`src/rtl/mroe_pkg.sv`:
```
package mroe_pkg;

  localparam int DATA_W = 32;
  localparam int IDX_W  = 3;
  localparam int DIM_W  = 4;

  // Configuration register indexes.
  localparam logic REG_ROW_COUNT = 1'b0;
  localparam logic REG_COL_COUNT = 1'b1;

  localparam logic [DIM_W-1:0] DIM_RESET = 4'd8;

  localparam logic STATUS_OK        = 1'b0;
  localparam logic STATUS_BAD_INDEX = 1'b1;

  typedef enum logic [2:0] {
    OP_WRITE      = 3'd0,
    OP_READ       = 3'd1,
    OP_TRANSPOSE  = 3'd2,
    OP_SWAP_ROWS  = 3'd3,
    OP_SWAP_COLS  = 3'd4,
    OP_SCALE_ROW  = 3'd5,
    OP_ADD_ROWS   = 3'd6,
    OP_ADD_SCALED = 3'd7
  } opcode_t;

  typedef enum logic [3:0] {
    ST_IDLE,
    ST_DECODE,
    ST_WRITE,
    ST_READ_ADDR,
    ST_READ_DATA,
    ST_FETCH_A,
    ST_FETCH_B,
    ST_CAPTURE,
    ST_MULTIPLY,
    ST_STORE_A,
    ST_STORE_B,
    ST_DONE
  } state_t;

  typedef struct packed {
    opcode_t                   opcode;
    logic        [IDX_W-1:0]   row_a;
    logic        [IDX_W-1:0]   row_b;
    logic        [IDX_W-1:0]   col_a;
    logic        [IDX_W-1:0]   col_b;
    logic signed [DATA_W-1:0]  element_value;
    logic signed [DATA_W-1:0]  scale_factor;
  } item_t;

  typedef struct packed {
    logic ready;
    logic take_item;
    logic clear_count;
    logic next_count;
    logic toggle_transpose;
    logic rd_p;
    logic rd_q;
    logic cap_a;
    logic cap_b;
    logic mul;
    logic wr_p;
    logic wr_q;
    logic load_read;
    logic finish;
  } ctrl_cmd_t;

  typedef struct packed {
    opcode_t op;
    logic    bad_index;
    logic    last;
    logic    out_free;
  } ctrl_status_t;

endpackage

```
`src/rtl/mroe_ctrl.sv`:
```
module mroe_ctrl (
  input  logic                  clk,
  input  logic                  rst,
  input  logic                  in_valid,
  input  mroe_pkg::ctrl_status_t stat,
  output mroe_pkg::ctrl_cmd_t    cmd
);
  import mroe_pkg::*;

  state_t state;
  state_t state_next;

  logic is_swap;
  assign is_swap = (stat.op == OP_SWAP_ROWS) || (stat.op == OP_SWAP_COLS);

  always_ff @(posedge clk) begin
    if (rst) begin
      state <= ST_IDLE;
    end else begin
      state <= state_next;
    end
  end

  always_comb begin
    state_next = state;
    cmd        = '0;
    case (state)
      ST_IDLE: begin
        // No item is taken while the block is held in reset.
        cmd.ready = !rst;
        if (in_valid && !rst) begin
          cmd.take_item = 1'b1;
          state_next    = ST_DECODE;
        end
      end
      ST_DECODE: begin
        cmd.clear_count = 1'b1;
        if (stat.bad_index) begin
          state_next = ST_DONE;
        end else begin
          case (stat.op)
            OP_WRITE:     state_next = ST_WRITE;
            OP_READ:      state_next = ST_READ_ADDR;
            OP_TRANSPOSE: begin
              cmd.toggle_transpose = 1'b1;
              state_next           = ST_DONE;
            end
            default:      state_next = ST_FETCH_A;
          endcase
        end
      end
      ST_WRITE: begin
        cmd.wr_p   = 1'b1;
        state_next = ST_DONE;
      end
      ST_READ_ADDR: begin
        cmd.rd_p   = 1'b1;
        state_next = ST_READ_DATA;
      end
      ST_READ_DATA: begin
        cmd.load_read = 1'b1;
        state_next    = ST_DONE;
      end
      ST_FETCH_A: begin
        cmd.rd_p   = 1'b1;
        state_next = ST_FETCH_B;
      end
      ST_FETCH_B: begin
        cmd.cap_a  = 1'b1;
        cmd.rd_q   = 1'b1;
        state_next = ST_CAPTURE;
      end
      ST_CAPTURE: begin
        cmd.cap_b  = 1'b1;
        state_next = is_swap ? ST_STORE_A : ST_MULTIPLY;
      end
      ST_MULTIPLY: begin
        cmd.mul    = 1'b1;
        state_next = ST_STORE_A;
      end
      ST_STORE_A: begin
        cmd.wr_p = 1'b1;
        if (is_swap) begin
          state_next = ST_STORE_B;
        end else begin
          cmd.next_count = 1'b1;
          state_next     = stat.last ? ST_DONE : ST_FETCH_A;
        end
      end
      ST_STORE_B: begin
        cmd.wr_q       = 1'b1;
        cmd.next_count = 1'b1;
        state_next     = stat.last ? ST_DONE : ST_FETCH_A;
      end
      ST_DONE: begin
        if (stat.out_free) begin
          cmd.finish = 1'b1;
          state_next = ST_IDLE;
        end
      end
      default: state_next = ST_IDLE;
    endcase
  end

  a_take_decodes: assert property (@(posedge clk) disable iff (rst)
    cmd.take_item |=> state == ST_DECODE)
    else $error("accepted item did not go to decode");

  a_toggle_op: assert property (@(posedge clk) disable iff (rst)
    cmd.toggle_transpose |-> stat.op == OP_TRANSPOSE && !stat.bad_index)
    else $error("orientation flipped by an operation other than transpose");

  a_second_store: assert property (@(posedge clk) disable iff (rst)
    cmd.wr_q |-> $past(state) == ST_STORE_A && is_swap)
    else $error("second store outside a swap");

endmodule

```
`config.mk`:
```
export PLATFORM = sky130hd
export DESIGN_NAME = mroe_ctrl
export DESIGN_NICKNAME = d
export VERILOG_FILES = /design/src/rtl/mroe_pkg.sv /design/src/rtl/mroe_ctrl.sv
export SDC_FILE = /design/constraint.sdc
export NUM_CORES = 1
export LEC_CHECK = 0
export ABC_AREA = 1
export BUFFER_PORTS_ARGS = -buffer_cell sky130_fd_sc_hd__buf_2
export CAP_MARGIN = 15
export CELL_PAD_IN_SITES_DETAIL_PLACEMENT = 0
export CELL_PAD_IN_SITES_GLOBAL_PLACEMENT = 2
export CORE_MARGIN = 4
export CORE_UTILIZATION = 21
export CTS_CLUSTER_SIZE = 8
export DETAILED_ROUTE_END_ITERATION = 7
export HOLD_SLACK_MARGIN = 0.02
export PLACE_DENSITY = 0.93
export SLEW_MARGIN = 15
export SYNTH_ARGS = -nofsm -noshare
export SYNTH_HDL_FRONTEND = slang
export SYNTH_SLANG_ARGS = --single-unit
```
`constraint.sdc`:
```
create_clock -name clk -period 2.1 [get_ports clk]
set_clock_uncertainty 0.1 [all_clocks]
set_input_delay 0 -clock clk [delete_from_list [all_inputs] [get_ports clk]]
set_output_delay 0 -clock clk [all_outputs]
set_load 0.01 [all_outputs]
```
# Word-level counts from Yosys, hierarchy flattened
# Cells that the tools add are included.
dict set report totals {
  ff_bits 4
  in_bits 9
}
dict set report op_classes {
  n_eq_ne 17
  muxes 25
  n_reduce_logical 9
}
# operator n
set op_table {}
lappend op_table {{$pmux W4 S11} 1}
lappend op_table {{$mux W4} 5}
lappend op_table {{$eq A4 B3 Y1 const B} 4}
lappend op_table {{$eq A4 B4 Y1 const B} 4}
lappend op_table {{$mux W1} 15}
lappend op_table {{$pmux W4 S3} 1}
lappend op_table {{$eq A4 B2 Y1 const B} 2}
lappend op_table {{$eq A3 B2 Y1 const B} 2}
lappend op_table {{$reduce_or A2 Y1} 3}
lappend op_table {{$eq A4 B1 Y1 const B} 1}
lappend op_table {{$logic_not A4 Y1} 1}
lappend op_table {{$mux W2} 2}
lappend op_table {{$ne A2 B2 Y1 const B} 2}
lappend op_table {{$eq A3 B1 Y1 const B} 1}
lappend op_table {{$eq A3 B3 Y1 const B} 1}
lappend op_table {{$logic_not A3 Y1} 1}
lappend op_table {{$pmux W1 S2} 1}
lappend op_table {{$reduce_and A2 Y1} 1}
lappend op_table {{$logic_and A1 B1 Y1} 1}
lappend op_table {{$logic_not A1 Y1} 1}
lappend op_table {{$logic_or A1 B1 Y1} 1}

# Logic depth before layout (Yosys ltp)
# Gate-level depths: netlist of run 1.
dict set report depth {
  depth_word 4
  depth_mapped 9
  depth_no_buf 9
}

# Least setup slack after synthesis of run 1
# OpenSTA, ideal clock, no wires.
dict set report synth_path {
  path_kind {register -> register}
  startpoint {register state[2]}
  endpoint {register state[2]}
  setup_ns 0.074
  arrival_time_ns 1.130
  required_time_ns 1.926
  setup_slack_ns 0.796
  stages_incl_launch_ff 5
  n_path_buf 0
  period_less_slack_ns 1.304
  cell_sequence {dfxtp_1 > nand2_1 > nor3_1 > nor2_1 > a31oi_1}
}
dict set report synth_via {
  elab_chain_len 3
}
# element line_no
set synth_rtl {}
lappend synth_rtl {{start, declared} mroe_ctrl.sv:10} ;# state_t state;
lappend synth_rtl {{start signal, assigned} mroe_ctrl.sv:20} ;# state <= state_next;
lappend synth_rtl {{$eq A4 B3 Y1, or another cell as far along} mroe_ctrl.sv:27} ;# case (state)
lappend synth_rtl {{$reduce_or A2 Y1 (no line) / $ne A2 B2 Y1 (equally long branches)} --}
lappend synth_rtl {{$pmux W4 S11 / $reduce_and A2 Y1 (equally long branches)} --}
# Parallel ways exist; a longest one is shown, timed or not.
# A chain may end at the register's enable or synchronous reset.

==> impl_metrics.env, run 1 <==
export IMPL_status="completed"
export IMPL_post_route_period_util=0.679
export IMPL_largest_reg_flops=4
export IMPL_syn_inst=91
export IMPL_vias_per_cell=4.17
export IMPL_fin_nets=128
export IMPL_slew_viol_final=0
export IMPL_power_leakage_uw=0.000420
export IMPL_yosysSeqAreaShare=0.171
export IMPL_antenna_found_initial=0
export IMPL_gp_congestion=0.762
export IMPL_initialDrtViolationCount=5
export IMPL_tightestPinTransition_ns=0.267
export IMPL_drtAntennaViolNets=0
export IMPL_firstDrtPassIters=4
export IMPL_min_from="stat[0]"
export IMPL_hold_path_class="in2reg"
export IMPL_io_pins=23
export IMPL_die_height_microns=55.3
export IMPL_holdPathStages=4
export IMPL_grt_max_degree=7
export IMPL_pwr_share_clk=0.144
export IMPL_power_share_sequential=0.205
export IMPL_synth_area_sq_um=469
export IMPL_rsz0062_at_grt="false"
export IMPL_grt_pass1_wl_mm=2.26
export IMPL_route_detailed_drc=0
export IMPL_cpPeakStageDelay_ns=0.41
export IMPL_power_density_nw_per_um2=1090
export IMPL_arrival_ns=1.32
export IMPL_ys_warnings_count=0
export IMPL_die_area_sq_um=3050
export IMPL_crit_top_cell="nand2_2"
export IMPL_insertedDiodeCount=0
export IMPL_avgSynthCellArea_sq_um=5.16
export IMPL_core_area_sq_um=2040
export IMPL_switching_power_uw=371
export IMPL_postPlaceCellArea_sq_um=606
export IMPL_timing_setup_tns_ns=0
export IMPL_syn2layout_area_growth_pct=38.1
export IMPL_p_int_uw=336
export IMPL_ctsResizeCount=0
export IMPL_clkSinkCount=4
export IMPL_clock_fmax_mhz=702
export IMPL_dpl_hpwl_mm=1.17
export IMPL_critPathSlowestCell="dfxtp_1"
export IMPL_r2r_end="state[2]"
export IMPL_setup_ws_ns=0.675
export IMPL_cts_buffer_depth=2
export IMPL_finalHoldViolCount=0
export IMPL_num_rows=16
export IMPL_clk_pin_slew_ns=0.04
export IMPL_grt_ovfl_total=0
export IMPL_reg2reg_depth=8
export IMPL_setup_viol=0
export IMPL_htreeDepth=1
export IMPL_cts_root_buf="clkbuf_4"
export IMPL_fin_crit_ns=1.42
export IMPL_worstSetupEndpointType="output pin"
export IMPL_final_area_sq_um=648
export IMPL_cts_made_buffers=3
export IMPL_layout_drive_gt1_share=0.299
export IMPL_required_ns=2.00
export IMPL_largestRegisters="state x4"
export IMPL_initial_core_util=0.230
export IMPL_cts_tree="built"
export IMPL_die_w_microns=55.3
export IMPL_rrSetupSlack_ns=0.77
export IMPL_wl_per_cell_microns=9.34
export IMPL_ys_ff_latch=4
export IMPL_synth_cell_type_count=19
export IMPL_synth_nets=100
export IMPL_dp_slack_ns=0.768
export IMPL_crit_type="reg2out"
export IMPL_grt_pass1_vias=529
export IMPL_startpoint_type="register"
export IMPL_regToRegStartpoint="state[0]"
export IMPL_worstSkewPairLatency_ns=0.25
export IMPL_vias=601
export IMPL_comb_power_share=0.651
export IMPL_path_cells="inv_1, nor2_1, nand2_1, nand2_2, nand2_2, inv_2, buf_2"
export IMPL_ir_worst_vdd_mv=0.549
export IMPL_io_buffers=22
export IMPL_relSlewSlack=0.821
export IMPL_p_sw_frac=0.525
export IMPL_regMostFlops="state"
export IMPL_wirelength_mm=1.35
export IMPL_min_to="state[0]"
export IMPL_maxCapViolations=0
export IMPL_track_usage=0.0951
export IMPL_cp_max_fo=6
==> cell usage in the layout, fill, tap and decap left out, drive strengths merged <==
master,Yosys,final
o21ai,3,3
nand3b,1,1
buf,1,22
dlygate4sd3,0,2
nand3,7,7
nand4,1,1
nand2,32,32
nor2,13,13
inv,20,20
a21oi,4,4
clkbuf,0,3
nor4,1,1
a31oi,1,1
dfxtp,4,4
nor3,3,3
==> per-stage QoR <==
step | total power (uW) | util | std cells | hold WS, ns
3_3_place_gp | 616 | 0.297 | 139 | 0.133
4_1_cts | 719 | 0.317 | 144 | 0.0457
6_report | 707 | 0.317 | 144 | 0.0389
5_1_grt | 791 | 0.317 | 144 | 0.0829
2_1_floorplan | 475 | - | 91 | -0.0525
3_5_place_dp | 611 | 0.297 | 139 | 0.137
==> Yosys cell counts (all sizes together) <==
cell type	number	share of area
nor3	3	0.032
nand3b	1	0.016
nor4	1	0.013
nand2	32	0.27
o21ai	3	0.032
nand3	7	0.075
inv	20	0.16
a31oi	1	0.013
buf	1	0.016
nand4	1	0.013
a21oi	4	0.051
nor2	13	0.14
dfxtp	4	0.17
==> layout make-up <==
cell class / instances / area, sq um
clock buffers: 3 / 22.5
fillers: 258 / 1390
inverters: 20 / 75.1
multi-input cells: 66 / 307
flip-flops and latches: 4 / 80.1
well taps: 27 / 33.8
repair buffers: 24 / 130
==> routing by layer <==
layer,track usage,share of wire,vias up
met5,0,0,-
met3,0.0350,0.057,3
met4,0.0521,0.018,0
met2,0.152,0.49,14
li1,-,-,338
met1,0.109,0.44,246
==> cell families (layout without fill, tap and decap cells) <==
group,count (synthesis),after routing,synth area share
compound gates,8,8,0.0960
simple gates,58,58,0.557
buf+inv,21,47,0.176
flops,4,4,0.171
==> power groups by stage <==
stage                     clock [uW]  combinational [uW]  sequential (uW)
after floorplan                    0                 338              137
after global routing             114                 528              149
after detailed placement           0                 466              145
after global placement             0                 469              147
final                            102                 460              145
after CTS                        106                 470              143
==> worst max-delay path: cells and delay by family (launching register included) <==
family / cells / cell delay (ns)
DFF: 1 / 0.41
buffers and inverters: 3 / 0.25
and+or+nand+nor: 4 / 0.41
==> how the worst max path moves through the flow <==
stage	slack, ns	start	endpoint
floorplan	0.80	state[2]	state[2]
global placement	0.72	state[0]	state[0]
detailed placement	0.77	state[1]	state[0]
CTS	0.67	state[1]	cmd[10]
global route	0.55	state[1]	cmd[10]
finish	0.68	state[0]	cmd[10]
==> what timing repair did <==
item | in CTS | in global routing
hold endpoints to repair | 4 | 0
hold buffers | 2 | 0
buffers inserted | 0 | 0
setup endpoints to repair | 0 | 0
(Power assumes the default switching activity.)
==> inputs of run 2 (changes only) <==
--- a/config.mk
+++ b/config.mk
@@ -11,11 +11,11 @@
 export CELL_PAD_IN_SITES_DETAIL_PLACEMENT = 0
 export CELL_PAD_IN_SITES_GLOBAL_PLACEMENT = 2
 export CORE_MARGIN = 4
-export CORE_UTILIZATION = 21
+export CORE_UTILIZATION = 17
 export CTS_CLUSTER_SIZE = 8
 export DETAILED_ROUTE_END_ITERATION = 7
 export HOLD_SLACK_MARGIN = 0.02
-export PLACE_DENSITY = 0.93
+export PLACE_DENSITY = 0.82
 export SLEW_MARGIN = 15
 export SYNTH_ARGS = -nofsm -noshare
 export SYNTH_HDL_FRONTEND = slang
==> constraint.sdc (replaced) <==
create_clock -name clk -period 1.1 [get_ports clk]
set_clock_uncertainty 0.1 [all_clocks]
set_input_delay 0 -clock clk [delete_from_list [all_inputs] [get_ports clk]]
set_output_delay 0 -clock clk [all_outputs]
set_load 0.01 [all_outputs]
==> impl_metrics.env, run 2 (synthesis gave the netlist of run 1 again) <==
export IMPL_layout_common_cells="buf_4 (19), nand2_1 (18), buf_2 (16), nand2_2 (12), buf_6 (12)"
export IMPL_hold_path_class="in2reg"
export IMPL_grt_pass1_wl_mm=2.76
export IMPL_die_area_sq_um=3660
export IMPL_required_ns=1.00
export IMPL_grt_pass1_vias=641
export IMPL_status="finished, violations left"
export IMPL_core_area_sq_um=2540
export IMPL_insertedDiodeCount=0
export IMPL_drtAntennaViolNets=0
export IMPL_initialDrtViolationCount=11
export IMPL_cp_max_fo=5
export IMPL_cts_root_buf="clkbuf_4"
export IMPL_dpl_hpwl_mm=1.29
export IMPL_violations="setup timing"
export IMPL_arrival_ns=1.29
export IMPL_vias_per_cell=4.13
export IMPL_firstDrtPassIters=4
export IMPL_fin_crit_ns=1.39
export IMPL_cts_made_buffers=3
export IMPL_wl_per_cell_microns=10.1
export IMPL_fin_nets=153
export IMPL_antenna_found_initial=0
export IMPL_final_util=0.412
export IMPL_io_pins=23
export IMPL_setup_viol=18
export IMPL_track_usage=0.104
export IMPL_tightestPinTransition_ns=0.196
export IMPL_worstSetupEndpointType="output pin"
export IMPL_wirelength_mm=1.74
export IMPL_grt_max_degree=7
export IMPL_maxCapViolations=0
export IMPL_largest_reg_flops=4
export IMPL_die_height_microns=60.5
export IMPL_power_leakage_uw=0.000573
export IMPL_reg2reg_depth=8
export IMPL_clk_pin_slew_ns=0.04
export IMPL_grt_ovfl_total=0
export IMPL_htreeDepth=1
export IMPL_worstSkewPairLatency_ns=0.24
export IMPL_finalHoldViolCount=0
export IMPL_holdPathStages=4
export IMPL_placed_cells=156
export IMPL_clkSinkCount=4
export IMPL_gp_congestion=0.755
export IMPL_die_w_microns=60.5
export IMPL_io_buffers=22
export IMPL_num_rows=18
export IMPL_initial_core_util=0.184
export IMPL_fin_cells=173
export IMPL_cts_buffer_depth=2
export IMPL_crit_type="reg2out"
export IMPL_clock_fmax_mhz=717
export IMPL_rsz0062_at_grt="true"
export IMPL_ir_worst_vdd_mv=1.11
export IMPL_largestRegisters="state x4"
export IMPL_timing_setup_tns_ns=-3.62
export IMPL_relSlewSlack=0.869
export IMPL_route_detailed_drc=0
export IMPL_layout_drive_gt1_share=0.664
export IMPL_fin_total_pwr_uw=2280
export IMPL_setup_ws_ns=-0.294
export IMPL_cts_tree="built"
export IMPL_post_route_period_util=1.27
export IMPL_startpoint_type="register"
export IMPL_holdWs_ns=0.0125
export IMPL_regMostFlops="state"
export IMPL_vias=714
export IMPL_slew_viol_final=0
export IMPL_power_density_nw_per_um2=2170
export IMPL_final_common_cell="buf_4"
export IMPL_syn2layout_area_growth_pct=124
==> run 2: area by class of cell <==
type	instances	area (sq um)
tap	30	37.5
fill	278	1500
timing repair buffer	49	378
multi-input combinational	66	425
inverter	20	87.6
clock buffer	4	26.3
sequential	4	95.1
==> run 2: stage by stage <==
| stage | instance area, sq um | setup slack [ns] |
|---|---|---|
| after CTS | 991 | -0.273 |
| after global placement | 743 | -0.170 |
| final | 1050 | -0.294 |
| after global routing | 1050 | -0.385 |
| after detailed placement | 743 | -0.179 |
| after floorplan | 498 | -0.0242 |
==> run 2: final timing paths <==
kind | start | end | slack, ns
max | state[2] | cmd[10] | -0.29
min | stat[0] | state[0] | 0.01
max reg2reg | state[2] | state[0] | -0.25
min reg2reg | state[0] | state[2] | 0.69
==> run 2: layer usage <==
metal,GRT usage,part of all wire
met1,0.128,0.43
met2,0.173,0.50
met3,0.0191,0.063
met4,0.0557,0.015
met5,0,0
==> run 2: worst max-delay path, cell delays in order, from the launching register on <==
cell and delay, ns:
dfxtp_4 0.38, nor2_4 0.20, nand2_2 0.10, nand2_2 0.09, nand2_2 0.06, inv_2 0.06
buf_6 0.08, buf_6 0.08
==> run 2: power breakdown <==
part           switching [uW]  internal (uW)
clock                    62.6            136
sequential                154            237
combinational             844            846
total                    1060           1220
==> run 2: timing repair <==
| action | in CTS | in global routing |
|---|---|---|
| pin swaps | 11 | 6 |
| gates resized for setup | 40 | 10 |
| hold buffers | 2 | 0 |
| endpoints found under the hold margin | 4 | 0 |
| setup buffers | 8 | 3 |
| endpoints found under the setup margin | 18 | 18 |
